### config.mk
export PLATFORM = sky130hd
export DESIGN_NAME = scan_polar_to_cartesian
export DESIGN_NICKNAME = d
export VERILOG_FILES = /design/src/sv/sp2c_pkg.sv /design/src/sv/sp2c_cordic_stage.sv /design/src/sv/scan_polar_to_cartesian.sv
export SDC_FILE = /design/constraint.sdc
export NUM_CORES = 2
export LEC_CHECK = 0
export ABC_AREA = 1
export BUFFER_PORTS_ARGS = -buffer_cell sky130_fd_sc_hd__buf_2
export CAP_MARGIN = 30
export CORE_ASPECT_RATIO = 1.75
export CORE_MARGIN = 2
export CORE_UTILIZATION = 53
export CTS_CLUSTER_SIZE = 10
export DETAILED_ROUTE_END_ITERATION = 10
export GPL_TIMING_DRIVEN = 1
export PLACE_DENSITY_LB_ADDON = 0.3
export SETUP_SLACK_MARGIN = 0.1
export SLEW_MARGIN = 10
export SYNTH_ARGS = -nofsm -noshare
export SYNTH_HDL_FRONTEND = slang
export SYNTH_SLANG_ARGS = --single-unit
### constraint.sdc
create_clock -name clk -period 15.5 [get_ports clk]
set_input_delay 4.65 -clock clk [delete_from_list [all_inputs] [get_ports clk]]
set_output_delay 4.65 -clock clk [all_outputs]
set_load 0.03 [all_outputs]
### src/sv/sp2c_pkg.sv
package sp2c_pkg;

  // Scan geometry and CORDIC depth.
  localparam int BEAM_COUNT    = 1024;
  localparam int CORDIC_STAGES = 16;
  localparam int ATAN_ENTRIES  = 24;
  localparam int NUM_STAGES    = (CORDIC_STAGES < ATAN_ENTRIES) ? CORDIC_STAGES : ATAN_ENTRIES;
  localparam int STG_IDX_W     = $clog2(ATAN_ENTRIES);

  // Inverse CORDIC gain in Q24.
  localparam logic [23:0] INV_GAIN_Q24 = 24'd10188014;
  localparam int          EXTRA_BITS   = 8;

  // Datapath widths: x/y carry 8 extra fraction bits, z is in pi/2^24 units.
  localparam int XW = 27;
  localparam int ZW = 27;

  // Configuration register indexes.
  localparam int          CFG_IDX_W         = 2;
  localparam logic [1:0]  CFG_ANGLE_STEP    = 2'd0;
  localparam logic [1:0]  CFG_ANGLE_OFFSET  = 2'd1;
  localparam logic [1:0]  CFG_FORWARD_OFFSET = 2'd2;

  typedef struct packed {
    logic signed [XW-1:0] x;
    logic signed [XW-1:0] y;
    logic signed [ZW-1:0] z;
  } vec_t;

  // round(atan(2^-i) * 2^24 / pi)
  function automatic logic [ZW-1:0] atan_val(input logic [STG_IDX_W-1:0] i);
    logic [ZW-1:0] v;
    case (i)
      5'd0:    v = ZW'(4194304);
      5'd1:    v = ZW'(2476042);
      5'd2:    v = ZW'(1308273);
      5'd3:    v = ZW'(664100);
      5'd4:    v = ZW'(333339);
      5'd5:    v = ZW'(166832);
      5'd6:    v = ZW'(83436);
      5'd7:    v = ZW'(41721);
      5'd8:    v = ZW'(20861);
      5'd9:    v = ZW'(10430);
      5'd10:   v = ZW'(5215);
      5'd11:   v = ZW'(2608);
      5'd12:   v = ZW'(1304);
      5'd13:   v = ZW'(652);
      5'd14:   v = ZW'(326);
      5'd15:   v = ZW'(163);
      5'd16:   v = ZW'(81);
      5'd17:   v = ZW'(41);
      5'd18:   v = ZW'(20);
      5'd19:   v = ZW'(10);
      5'd20:   v = ZW'(5);
      5'd21:   v = ZW'(3);
      5'd22:   v = ZW'(1);
      5'd23:   v = ZW'(1);
      default: v = '0;
    endcase
    return v;
  endfunction

endpackage

### src/sv/sp2c_cordic_stage.sv
module sp2c_cordic_stage (
  input  logic                                clk,
  input  logic                                rst_n,
  input  logic [sp2c_pkg::STG_IDX_W-1:0]      stage_idx,
  input  logic [sp2c_pkg::ZW-1:0]             atan_step,
  input  logic                                in_valid,
  output logic                                in_ready,
  input  sp2c_pkg::vec_t                      in_data,
  output logic                                out_valid,
  input  logic                                out_ready,
  output sp2c_pkg::vec_t                      out_data
);

  logic            valid_r;
  sp2c_pkg::vec_t  data_r;
  sp2c_pkg::vec_t  data_nxt;
  logic signed [sp2c_pkg::XW-1:0] dx;
  logic signed [sp2c_pkg::XW-1:0] dy;
  logic signed [sp2c_pkg::ZW-1:0] da;

  // Rotate toward zero residual angle; shifts floor toward minus infinity.
  always_comb begin
    dx = in_data.y >>> stage_idx;
    dy = in_data.x >>> stage_idx;
    da = $signed(atan_step);
    if (!in_data.z[sp2c_pkg::ZW-1]) begin
      data_nxt.x = in_data.x - dx;
      data_nxt.y = in_data.y + dy;
      data_nxt.z = in_data.z - da;
    end else begin
      data_nxt.x = in_data.x + dx;
      data_nxt.y = in_data.y - dy;
      data_nxt.z = in_data.z + da;
    end
  end

  assign in_ready  = !valid_r || out_ready;
  assign out_valid = valid_r;
  assign out_data  = data_r;

  always_ff @(posedge clk) begin
    if (!rst_n) begin
      valid_r <= 1'b0;
    end else if (in_ready) begin
      valid_r <= in_valid;
    end
  end

  always_ff @(posedge clk) begin
    if (in_ready && in_valid) begin
      data_r <= data_nxt;
    end
  end

endmodule

### src/sv/scan_polar_to_cartesian.sv
// Converts laser scan beams to Cartesian points. Each input transaction carries one
// beam; beams flagged invalid, equal to their reference range, or with an index past
// the scan produce no output transaction. The beam angle is
// beam_index * angle_step + angle_offset (16-bit binary angle, pi/32768 units), and
// the range is rotated by a pipelined CORDIC to give point_x = r*cos + forward_offset
// and point_y = r*sin, both saturated to their field widths. The pipeline takes one
// beam per clock unless held off by an output stall, and its register stages are:
// one stage for the angle and gain multiplies, one for quadrant folding, one
// per CORDIC iteration and one for rounding and saturation. Every stage has its own
// valid bit and hold logic, so stalls on the output fill empty stages before the
// input is held off. Configuration writes are always accepted and must be issued
// while no beam is in flight.
module scan_polar_to_cartesian (
  input  logic        clk,
  input  logic        rst_n,
  // Beam input.
  input  logic        in_tvalid,
  output logic        in_tready,
  input  logic [47:0] in_tdata,   // beam_index[9:0], range_value[25:10],
                                  // reference_range[41:26], zero[47:42]
  input  logic        in_tuser,   // range_invalid
  // Point output.
  output logic        out_tvalid,
  input  logic        out_tready,
  output logic [39:0] out_tdata,  // point_x[17:0], point_y[34:18], zero[39:35]
  // Configuration writes.
  input  logic        cfg_valid,
  output logic        cfg_ready,
  input  logic [1:0]  cfg_index,
  input  logic [15:0] cfg_data
);

  localparam int XW = sp2c_pkg::XW;
  localparam int ZW = sp2c_pkg::ZW;
  localparam int NS = sp2c_pkg::NUM_STAGES;

  // Configuration registers.
  logic [15:0] angle_step_r;
  logic [15:0] angle_offset_r;
  logic [15:0] forward_offset_r;

  assign cfg_ready = 1'b1;

  always_ff @(posedge clk) begin
    if (!rst_n) begin
      angle_step_r     <= '0;
      angle_offset_r   <= '0;
      forward_offset_r <= '0;
    end else if (cfg_valid) begin
      unique case (cfg_index)
        sp2c_pkg::CFG_ANGLE_STEP:     angle_step_r     <= cfg_data;
        sp2c_pkg::CFG_ANGLE_OFFSET:   angle_offset_r   <= cfg_data;
        sp2c_pkg::CFG_FORWARD_OFFSET: forward_offset_r <= cfg_data;
        default: ;
      endcase
    end
  end

  // Input field unpacking.
  logic [9:0]  in_beam_index;
  logic [15:0] in_range_value;
  logic [15:0] in_reference_range;
  logic        in_accept;
  logic        in_keep;

  assign in_beam_index      = in_tdata[9:0];
  assign in_range_value     = in_tdata[25:10];
  assign in_reference_range = in_tdata[41:26];
  assign in_accept          = in_tvalid && in_tready;
  assign in_keep = !in_tuser && (in_range_value != in_reference_range) &&
                   (32'(in_beam_index) < 32'(sp2c_pkg::BEAM_COUNT));

  // Stage 1: beam angle and gain-compensated range product.
  logic        s1_vld_r;
  logic [15:0] s1_angle_r;
  logic [39:0] s1_prod_r;
  logic [15:0] s1_angle_nxt;
  logic [25:0] ang_mult;
  logic        s1_ready;

  assign ang_mult     = 26'(in_beam_index) * 26'(angle_step_r);
  assign s1_angle_nxt = ang_mult[15:0] + angle_offset_r;
  assign in_tready    = s1_ready;

  always_ff @(posedge clk) begin
    if (!rst_n) begin
      s1_vld_r <= 1'b0;
    end else if (s1_ready) begin
      s1_vld_r <= in_accept && in_keep;
    end
  end

  always_ff @(posedge clk) begin
    if (in_accept) begin
      s1_angle_r <= s1_angle_nxt;
      s1_prod_r  <= 40'(in_range_value) * 40'(sp2c_pkg::INV_GAIN_Q24);
    end
  end

  // Stage 2: round the scaled range and fold angles of a quarter turn or more
  // back into the right half plane by negating the start vector.
  logic            s2_vld_r;
  sp2c_pkg::vec_t  s2_vec_r;
  sp2c_pkg::vec_t  s2_vec_nxt;
  logic            s2_ready;
  logic [40:0]     prod_rnd;
  logic [24:0]     x_mag;
  logic            fold;
  logic [15:0]     ang_fold;

  assign prod_rnd = {1'b0, s1_prod_r} + 41'd32768;
  assign x_mag    = prod_rnd[40:16];
  assign fold     = s1_angle_r[15] ^ s1_angle_r[14];
  assign ang_fold = fold ? {~s1_angle_r[15], s1_angle_r[14:0]} : s1_angle_r;

  always_comb begin
    s2_vec_nxt.x = fold ? -$signed(XW'(x_mag)) : $signed(XW'(x_mag));
    s2_vec_nxt.y = '0;
    s2_vec_nxt.z = $signed({{(ZW-25){ang_fold[15]}}, ang_fold, 9'b0});
  end

  assign s1_ready = !s1_vld_r || s2_ready;

  always_ff @(posedge clk) begin
    if (!rst_n) begin
      s2_vld_r <= 1'b0;
    end else if (s2_ready) begin
      s2_vld_r <= s1_vld_r;
    end
  end

  always_ff @(posedge clk) begin
    if (s2_ready && s1_vld_r) begin
      s2_vec_r <= s2_vec_nxt;
    end
  end

  // CORDIC rotation stages, one iteration per register stage.
  logic           st_valid [0:NS];
  logic           st_ready [0:NS];
  sp2c_pkg::vec_t st_data  [0:NS];

  assign st_valid[0] = s2_vld_r;
  assign st_data[0]  = s2_vec_r;
  assign s2_ready    = !s2_vld_r || st_ready[0];

  for (genvar g = 0; g < NS; g++) begin : g_stage
    sp2c_cordic_stage u_stage (
      .clk       (clk),
      .rst_n     (rst_n),
      .stage_idx (sp2c_pkg::STG_IDX_W'(g)),
      .atan_step (sp2c_pkg::atan_val(sp2c_pkg::STG_IDX_W'(g))),
      .in_valid  (st_valid[g]),
      .in_ready  (st_ready[g]),
      .in_data   (st_data[g]),
      .out_valid (st_valid[g+1]),
      .out_ready (st_ready[g+1]),
      .out_data  (st_data[g+1])
    );
  end

  // Output stage: drop the extra fraction bits with rounding, add the mounting
  // offset to x and saturate both coordinates.
  localparam int RW = XW - sp2c_pkg::EXTRA_BITS;
  logic signed [XW-1:0] x_rnd;
  logic signed [XW-1:0] y_rnd;
  logic signed [RW-1:0] x_sh;
  logic signed [RW-1:0] y_sh;
  logic signed [RW:0]   px_sum;
  logic [17:0]          px_sat;
  logic [16:0]          py_sat;
  logic                 out_vld_r;
  logic [17:0]          point_x_r;
  logic [16:0]          point_y_r;
  logic                 out_ready_int;

  always_comb begin
    x_rnd  = st_data[NS].x + XW'(128);
    y_rnd  = st_data[NS].y + XW'(128);
    x_sh   = RW'(x_rnd >>> sp2c_pkg::EXTRA_BITS);
    y_sh   = RW'(y_rnd >>> sp2c_pkg::EXTRA_BITS);
    px_sum = (RW+1)'(x_sh) + (RW+1)'($signed(forward_offset_r));
    if (px_sum > (RW+1)'(131071)) begin
      px_sat = 18'h1FFFF;
    end else if (px_sum < -(RW+1)'(131072)) begin
      px_sat = 18'h20000;
    end else begin
      px_sat = px_sum[17:0];
    end
    if (y_sh > RW'(65535)) begin
      py_sat = 17'h0FFFF;
    end else if (y_sh < -RW'(65536)) begin
      py_sat = 17'h10000;
    end else begin
      py_sat = y_sh[16:0];
    end
  end

  assign out_ready_int = !out_vld_r || out_tready;
  assign st_ready[NS]  = out_ready_int;

  always_ff @(posedge clk) begin
    if (!rst_n) begin
      out_vld_r <= 1'b0;
    end else if (out_ready_int) begin
      out_vld_r <= st_valid[NS];
    end
  end

  always_ff @(posedge clk) begin
    if (out_ready_int && st_valid[NS]) begin
      point_x_r <= px_sat;
      point_y_r <= py_sat;
    end
  end

  assign out_tvalid = out_vld_r;
  assign out_tdata  = {5'b0, point_y_r, point_x_r};

  // A beam flagged invalid never enters the datapath.
  assert property (@(posedge clk) disable iff (!rst_n)
    (in_accept && in_tuser) |=> !s1_vld_r)
    else $error("invalid beam entered the pipeline");

  // A beam equal to its reference range never enters the datapath.
  assert property (@(posedge clk) disable iff (!rst_n)
    (in_accept && (in_range_value == in_reference_range)) |=> !s1_vld_r)
    else $error("reference beam entered the pipeline");

  // After folding, the start angle lies within a quarter turn.
  assert property (@(posedge clk) disable iff (!rst_n)
    s2_vld_r |-> (s2_vec_r.z <= $signed(ZW'(8388096)) &&
                  s2_vec_r.z >= -$signed(ZW'(8388608))))
    else $error("folded angle outside a quarter turn");

  // The first stage register holds a valid beam while the next stage cannot take it.
  assert property (@(posedge clk) disable iff (!rst_n)
    (s1_vld_r && !s2_ready) |=> (s1_vld_r && $stable(s1_angle_r)))
    else $error("stage one lost a held beam");

endmodule
After elaboration in Yosys (flattened, before gate mapping):

Index checks and enable logic that the tools add are counted.

* add/subtract/negate cells: 99
* $mul: 2
* $lt $le $gt $ge: 4
* equality and inequality tests: 3
* muxes and demuxes: 20
* bitwise logic cells: 2
* reduce and logical (&&, ||, !) cells: 64

Operator list (number)
* 2-to-1 mux 81 bit: 15
* adder 27 x 9 -> 27 bit, second input constant: 3
* adder 27 x 12 -> 27 bit: 2
* adder 27 x 13 -> 27 bit: 2
* adder 27 x 14 -> 27 bit: 2
* adder 27 x 15 -> 27 bit: 2
* adder 27 x 16 -> 27 bit: 2
* adder 27 x 17 -> 27 bit: 2
* adder 27 x 18 -> 27 bit: 2
* adder 27 x 19 -> 27 bit: 2
* adder 27 x 20 -> 27 bit: 2
* adder 27 x 21 -> 27 bit: 2
* adder 27 x 22 -> 27 bit: 2
* adder 27 x 23 -> 27 bit: 2
* adder 27 x 24 -> 27 bit: 2
* adder 27 x 25 -> 27 bit: 2
* adder 27 x 26 -> 27 bit: 2
* 2-to-1 mux 54 bit: 1
* subtractor 27 x 12 -> 27 bit: 2
* subtractor 27 x 13 -> 27 bit: 2
* subtractor 27 x 14 -> 27 bit: 2
* subtractor 27 x 15 -> 27 bit: 2
* subtractor 27 x 16 -> 27 bit: 2
* subtractor 27 x 17 -> 27 bit: 2
* 65 further kinds: 133

* flip-flop bits (word level): 1469
* word-level logic and storage cells: 270

Logic depth before layout (Yosys ltp):

* word-level depth: 22
* mapped depth: 25
* depth with buffers taken out: 25

Modules after synthesis:

From an unflattened synthesis, not the netlist that was laid out.

* cell total of the unflattened synthesis: 30595
* area, all modules: 200662.5 um^2

By module, submodules not included
* sp2c_cordic_stage at g_stage[0].u_stage ...: instances 8, cells an instance 1735, area each 11131.9 um^2, seq. area each 2452.4 um^2
* sp2c_cordic_stage at g_stage[10].u_stage ...: instances 2, cells an instance 1789, area each 11487.3 um^2, seq. area each 2452.4 um^2
* sp2c_cordic_stage at g_stage[5].u_stage ...: instances 2, cells an instance 1756, area each 11274.6 um^2, seq. area each 2452.4 um^2
* scan_polar_to_cartesian: instances 1, cells an instance 2478, area each 20314.5 um^2, seq. area each 4594.4 um^2
* sp2c_cordic_stage at g_stage[4].u_stage: instances 1, cells an instance 1822, area each 11571.1 um^2, seq. area each 2452.4 um^2
* sp2c_cordic_stage at g_stage[9].u_stage: instances 1, cells an instance 1801, area each 11424.7 um^2, seq. area each 2452.4 um^2
* sp2c_cordic_stage at g_stage[7].u_stage: instances 1, cells an instance 1787, area each 11407.2 um^2, seq. area each 2452.4 um^2
* sp2c_cordic_stage at g_stage[8].u_stage: instances 1, cells an instance 1737, area each 11365.9 um^2, seq. area each 2452.4 um^2

Worst setup path after synthesis:

No wires, ideal clock.

* path kind: input to output
* from: input port out_tready
* to: output port in_tready
* arrival time: 6.012 ns
* setup slack: 4.838 ns
* stages: 10
* path buffers: 0
* cells stage by stage: inv_1 -> nand4_2 -> nor2_2 -> nand4_1 -> nor2_2 -> nand4_2 -> nor2_2 -> nand4_2 -> nor2_4 -> nand4_2

* longest elaborated chain between the ends: 19

RTL lines
* start, declared: line scan_polar_to_cartesian.sv:24 `input logic out_tready,`
* logical OR 1 bit: line scan_polar_to_cartesian.sv:199 `assign out_ready_int = !out_vld_r || out_tready;`
* logical OR 1 bit (16 in a row): line sp2c_cordic_stage.sv:37 `assign in_ready = !valid_r || out_ready;`
* logical OR 1 bit: line scan_polar_to_cartesian.sv:145 `assign s2_ready = !s2_vld_r || st_ready[0];`
* logical OR 1 bit: line scan_polar_to_cartesian.sv:122 `assign s1_ready = !s1_vld_r || s2_ready;`
* end, declared: line scan_polar_to_cartesian.sv:18 `output logic in_tready,`

Every way passes these cells.

Worst setup path after layout:

Same ends and word-level chain as after synthesis.

==> impl_results.md <==
- Gpl congestion: 1.08
- Share of power burned in registers: 0.375
- R2R Path End: s1_angle_r[14]
- Fin. max-slew vios: 0
- Setup Viol. Count Final: 0
- Rel. slew slack: 0.283
- Layout cells sized above 1: 0.0346
- Dpl ws: 3.82 ns
- Sequential-to-total area share from yosys stat: 0.338
- Starting Density: 0.532
- Post-DRT Antenna Nets: 0
- RSZ-0062 raised after global routing: false
- Sum Neg Setup Slack: 0 ns
- Highest clock rate: 85.3 MHz
- Count leader, synth: nand2_1
- Cts repair resizes: 0
- Final clock period utilization by the worst path: 0.756
- Hold Crit Class: register to register
- Net Sw Power: 4.19 mW
- Power per standard cell area: 90.9 nW/um^2
- H-tree depth: 4
- Via/cell ratio: 5.80
- Clock power share: 0.304
- Rows: 232
- Clock sink total: 1384
- Number of synthesized flops with an enable pin: 1317
- Count of unique library cells instantiated by Yosys: 70
- Area grow syn2layout: 7.74%
- Post-synth top cells: 2497 x nand2_1, 1638 x inv_1, 1396 x a21oi_1
- Slowest stage delay, CP: 0.32 ns
- Crit path kind: input pin to output pin
- Detailed Route Iter0 Violations: 6094
- Final hold vios: 0
- Warnings, synthesis: 0
- Buffer count from post-CTS setup fixing: 0
- CP startpoint kind: input pin
- Inserted Clock Buffers: 170
- Data required time at the worst endpoint: 10.85 ns
- DIE HEIGHT: 636 um
- Crit-path cells: buf_2 > inv_1 > nand4_2 > nor2_2 > nand4_1 > nor2_2 > nand4_2 > nor2_2 > nand4_2 > nor2_4 > nand4_2 > buf_2
- Remaining global-route overflow: 0
- Util after Layout: 0.573
- CP delay by family, top: simple AND/OR/NAND/NOR gates
- Worst Setup End Kind: output pin
- P_int: 7.66 mW
- Final worst slack: 3.78 ns
- Worst-case clock buffer depth: 4
- Clk_lat worst skew: 0.87 ns
- DR WL/cell: 22.4 um
- Dominant cells by area after synthesis: edfxtp_1 33%, ha_1 14%, xor2_1 8.4%, nand2_1 7.7%, a21oi_1 5.8%
- Pin count of the biggest net entering global routing: 81
- Remaining DRCs: 0
- Worst clock skew: 0.0772 ns
- Total die area: 232000 sq um
- Sw Ratio: 0.353
- Area leader, netlist: edfxtp_1
- Status: complete, no violations
- Fin nets: 16042
- Vias in the first global route: 104922
- CP Max Fanout: 6
- CTS tree: done
- Synth Flop Type: edfxtp_1
- DR vias: 101543
- Buf/Inv on CP: 3
- Clock slew at reported path FFs: 0.06 ns
- Cells after Synth: 14141
- Dpl hpwl: 321000 um
- Mapped cell area: 121000 sq um
- Hold buffer count at CTS: 0
- Critical path arrival: 7.07 ns
- Logic pwr share: 0.322
- Hold Path End: g_stage[0].u_stage.out_data[10]
- LEAKAGE: 57.5 nW
- Post-synthesis area per instance: 8.56 sq um
- Fill cell count: 20945
- Slowest cell on crit path: nor2_2
- Drt total wl: 392000 um
- R2r startpoint: angle_step_r[4]
- Die width: 365 um
- Total GRT Usage: 0.336
- Final Critical Period: 11.72 ns
- Reg-to-reg slack, setup: 10.19 ns
- Hold depth: 0
- Core box area: 228000 sq um
- Top cell by count, worst path: nand4_2
- Clock root buffer: clkbuf_16
- Max_cap viols: 0
- Maximum vdd drop: 0.000178 V
- Share of the synthesized area in the top cell type: 0.327
- Synthesized flop and latch total: 1384
- Number of I/O pins: 115
- PortBufs: 102
- Initial antenna violation count: 31
- Slew @ Worst Pin: 1.07 ns
- Ys async rst share: 0
- First-pass GRT wire length: 587000 um
- Min-delay src: s2_vec_r[10]
- DRT Pass-1 Iters: 6
- R2R cell count: 20
area by class of cell:
cell class | instances | area, sq um | area share
clock buffer | 227 | 4520 | 0.0347
sequential | 1384 | 40900 | 0.314
tap | 3042 | 3810 | 0.0292
timing repair buffer | 174 | 1220 | 0.00935
inverter | 1653 | 6210 | 0.0476
clock inverter | 21 | 189 | 0.00145
antenna | 11 | 27.5 | 0.000211
multi-input combinational | 10989 | 73500 | 0.564
sequential cells by signal, summed over array words and instances, names as in the netlist:
name                       flops
point_x_r                     18
s1_angle_r                    16
g_stage.u_stage.out_valid     16
angle_step_r                  16
s2_vld_r                       1
angle_offset_r                16
forward_offset_r              16
s1_prod_r                     25
s2_vec_r                      43
g_stage.u_stage.out_data    1198
out_tvalid                     1
point_y_r                     17
s1_vld_r                       1
per-layer routing:
layer  up-vias  share of wire  track usage
met5         -        0.00024            0
met3      1714          0.049       0.0590
met4        14           0.13        0.364
met1     47604           0.29        0.271
met2      3040           0.53        0.635
li1      49171              -            -
power groups by stage:
stage | Clock, mW | Combinational (mW) | Sequential [mW]
6_report | 3.60 | 3.81 | 4.44
3_3_place_gp | 0 | 3.70 | 4.51
4_1_cts | 3.65 | 3.78 | 4.44
5_1_grt | 3.77 | 4.20 | 4.44
3_5_place_dp | 0 | 3.79 | 4.51
2_1_floorplan | 0 | 2.62 | 4.44
metrics by stage:
stage	hold slack (ns)	cells	power (mW)	cell area [sq um]
finish	0.413	17501	11.8	130000
CTS	0.409	17479	11.9	130000
global route	0.419	17493	12.4	130000
floorplan	0.400	14145	7.07	121000
detailed placement	0.405	17231	8.30	125000
global placement	0.401	17223	8.21	125000
worst max-delay path by stage:
stage               cells after the start       start   endpoint
CTS                                    12  out_tready  in_tready
global placement                       12  out_tready  in_tready
floorplan                              10  out_tready  in_tready
global route                           12  out_tready  in_tready
finish                                 12  out_tready  in_tready
detailed placement                     12  out_tready  in_tready
cells in the final DEF (no fill, tap or decap), drive strengths merged, types with 6 or more instances in the layout:
master,Yosys,routed
nand2,2505,2505
inv,1643,1643
a21oi,1401,1401
ha,1323,1323
edfxtp,1317,1317
xor2,1166,1166
nor2,1117,1117
o21ai,836,836
nand3,572,572
xnor2,538,538
fa,275,275
nor3,232,232
clkbuf,91,231
nand4,191,191
buf,28,170
a31oi,165,165
a21o,160,160
nor4,80,80
dfxtp,67,67
o211ai,65,65
o21bai,60,60
o31ai,51,51
o221ai,32,32
a221oi,32,32
a21boi,29,29
clkinv,10,29
o21a,28,28
or2,27,27
o2111ai,21,21
nand3b,16,16
diode,0,11
a41oi,10,10
a211oi,9,9
nor3b,9,9
a31o,8,8
conb,2,6
kinds of logic (layout without fill, tap and decap cells):
kind of cell | Yosys count | after routing | synth area share
buffers and inverters | 1772 | 2075 | 0.0554
adders and majority gates | 1598 | 1598 | 0.182
other | 2 | 17 | 0.0000621
DFF | 1384 | 1384 | 0.338
AOI/OAI and AO/OA | 2919 | 2919 | 0.135
xor gates and xnor gates | 1706 | 1706 | 0.124
and+or+nand+nor | 4760 | 4760 | 0.165
Power figures use the tool's default switching activity.
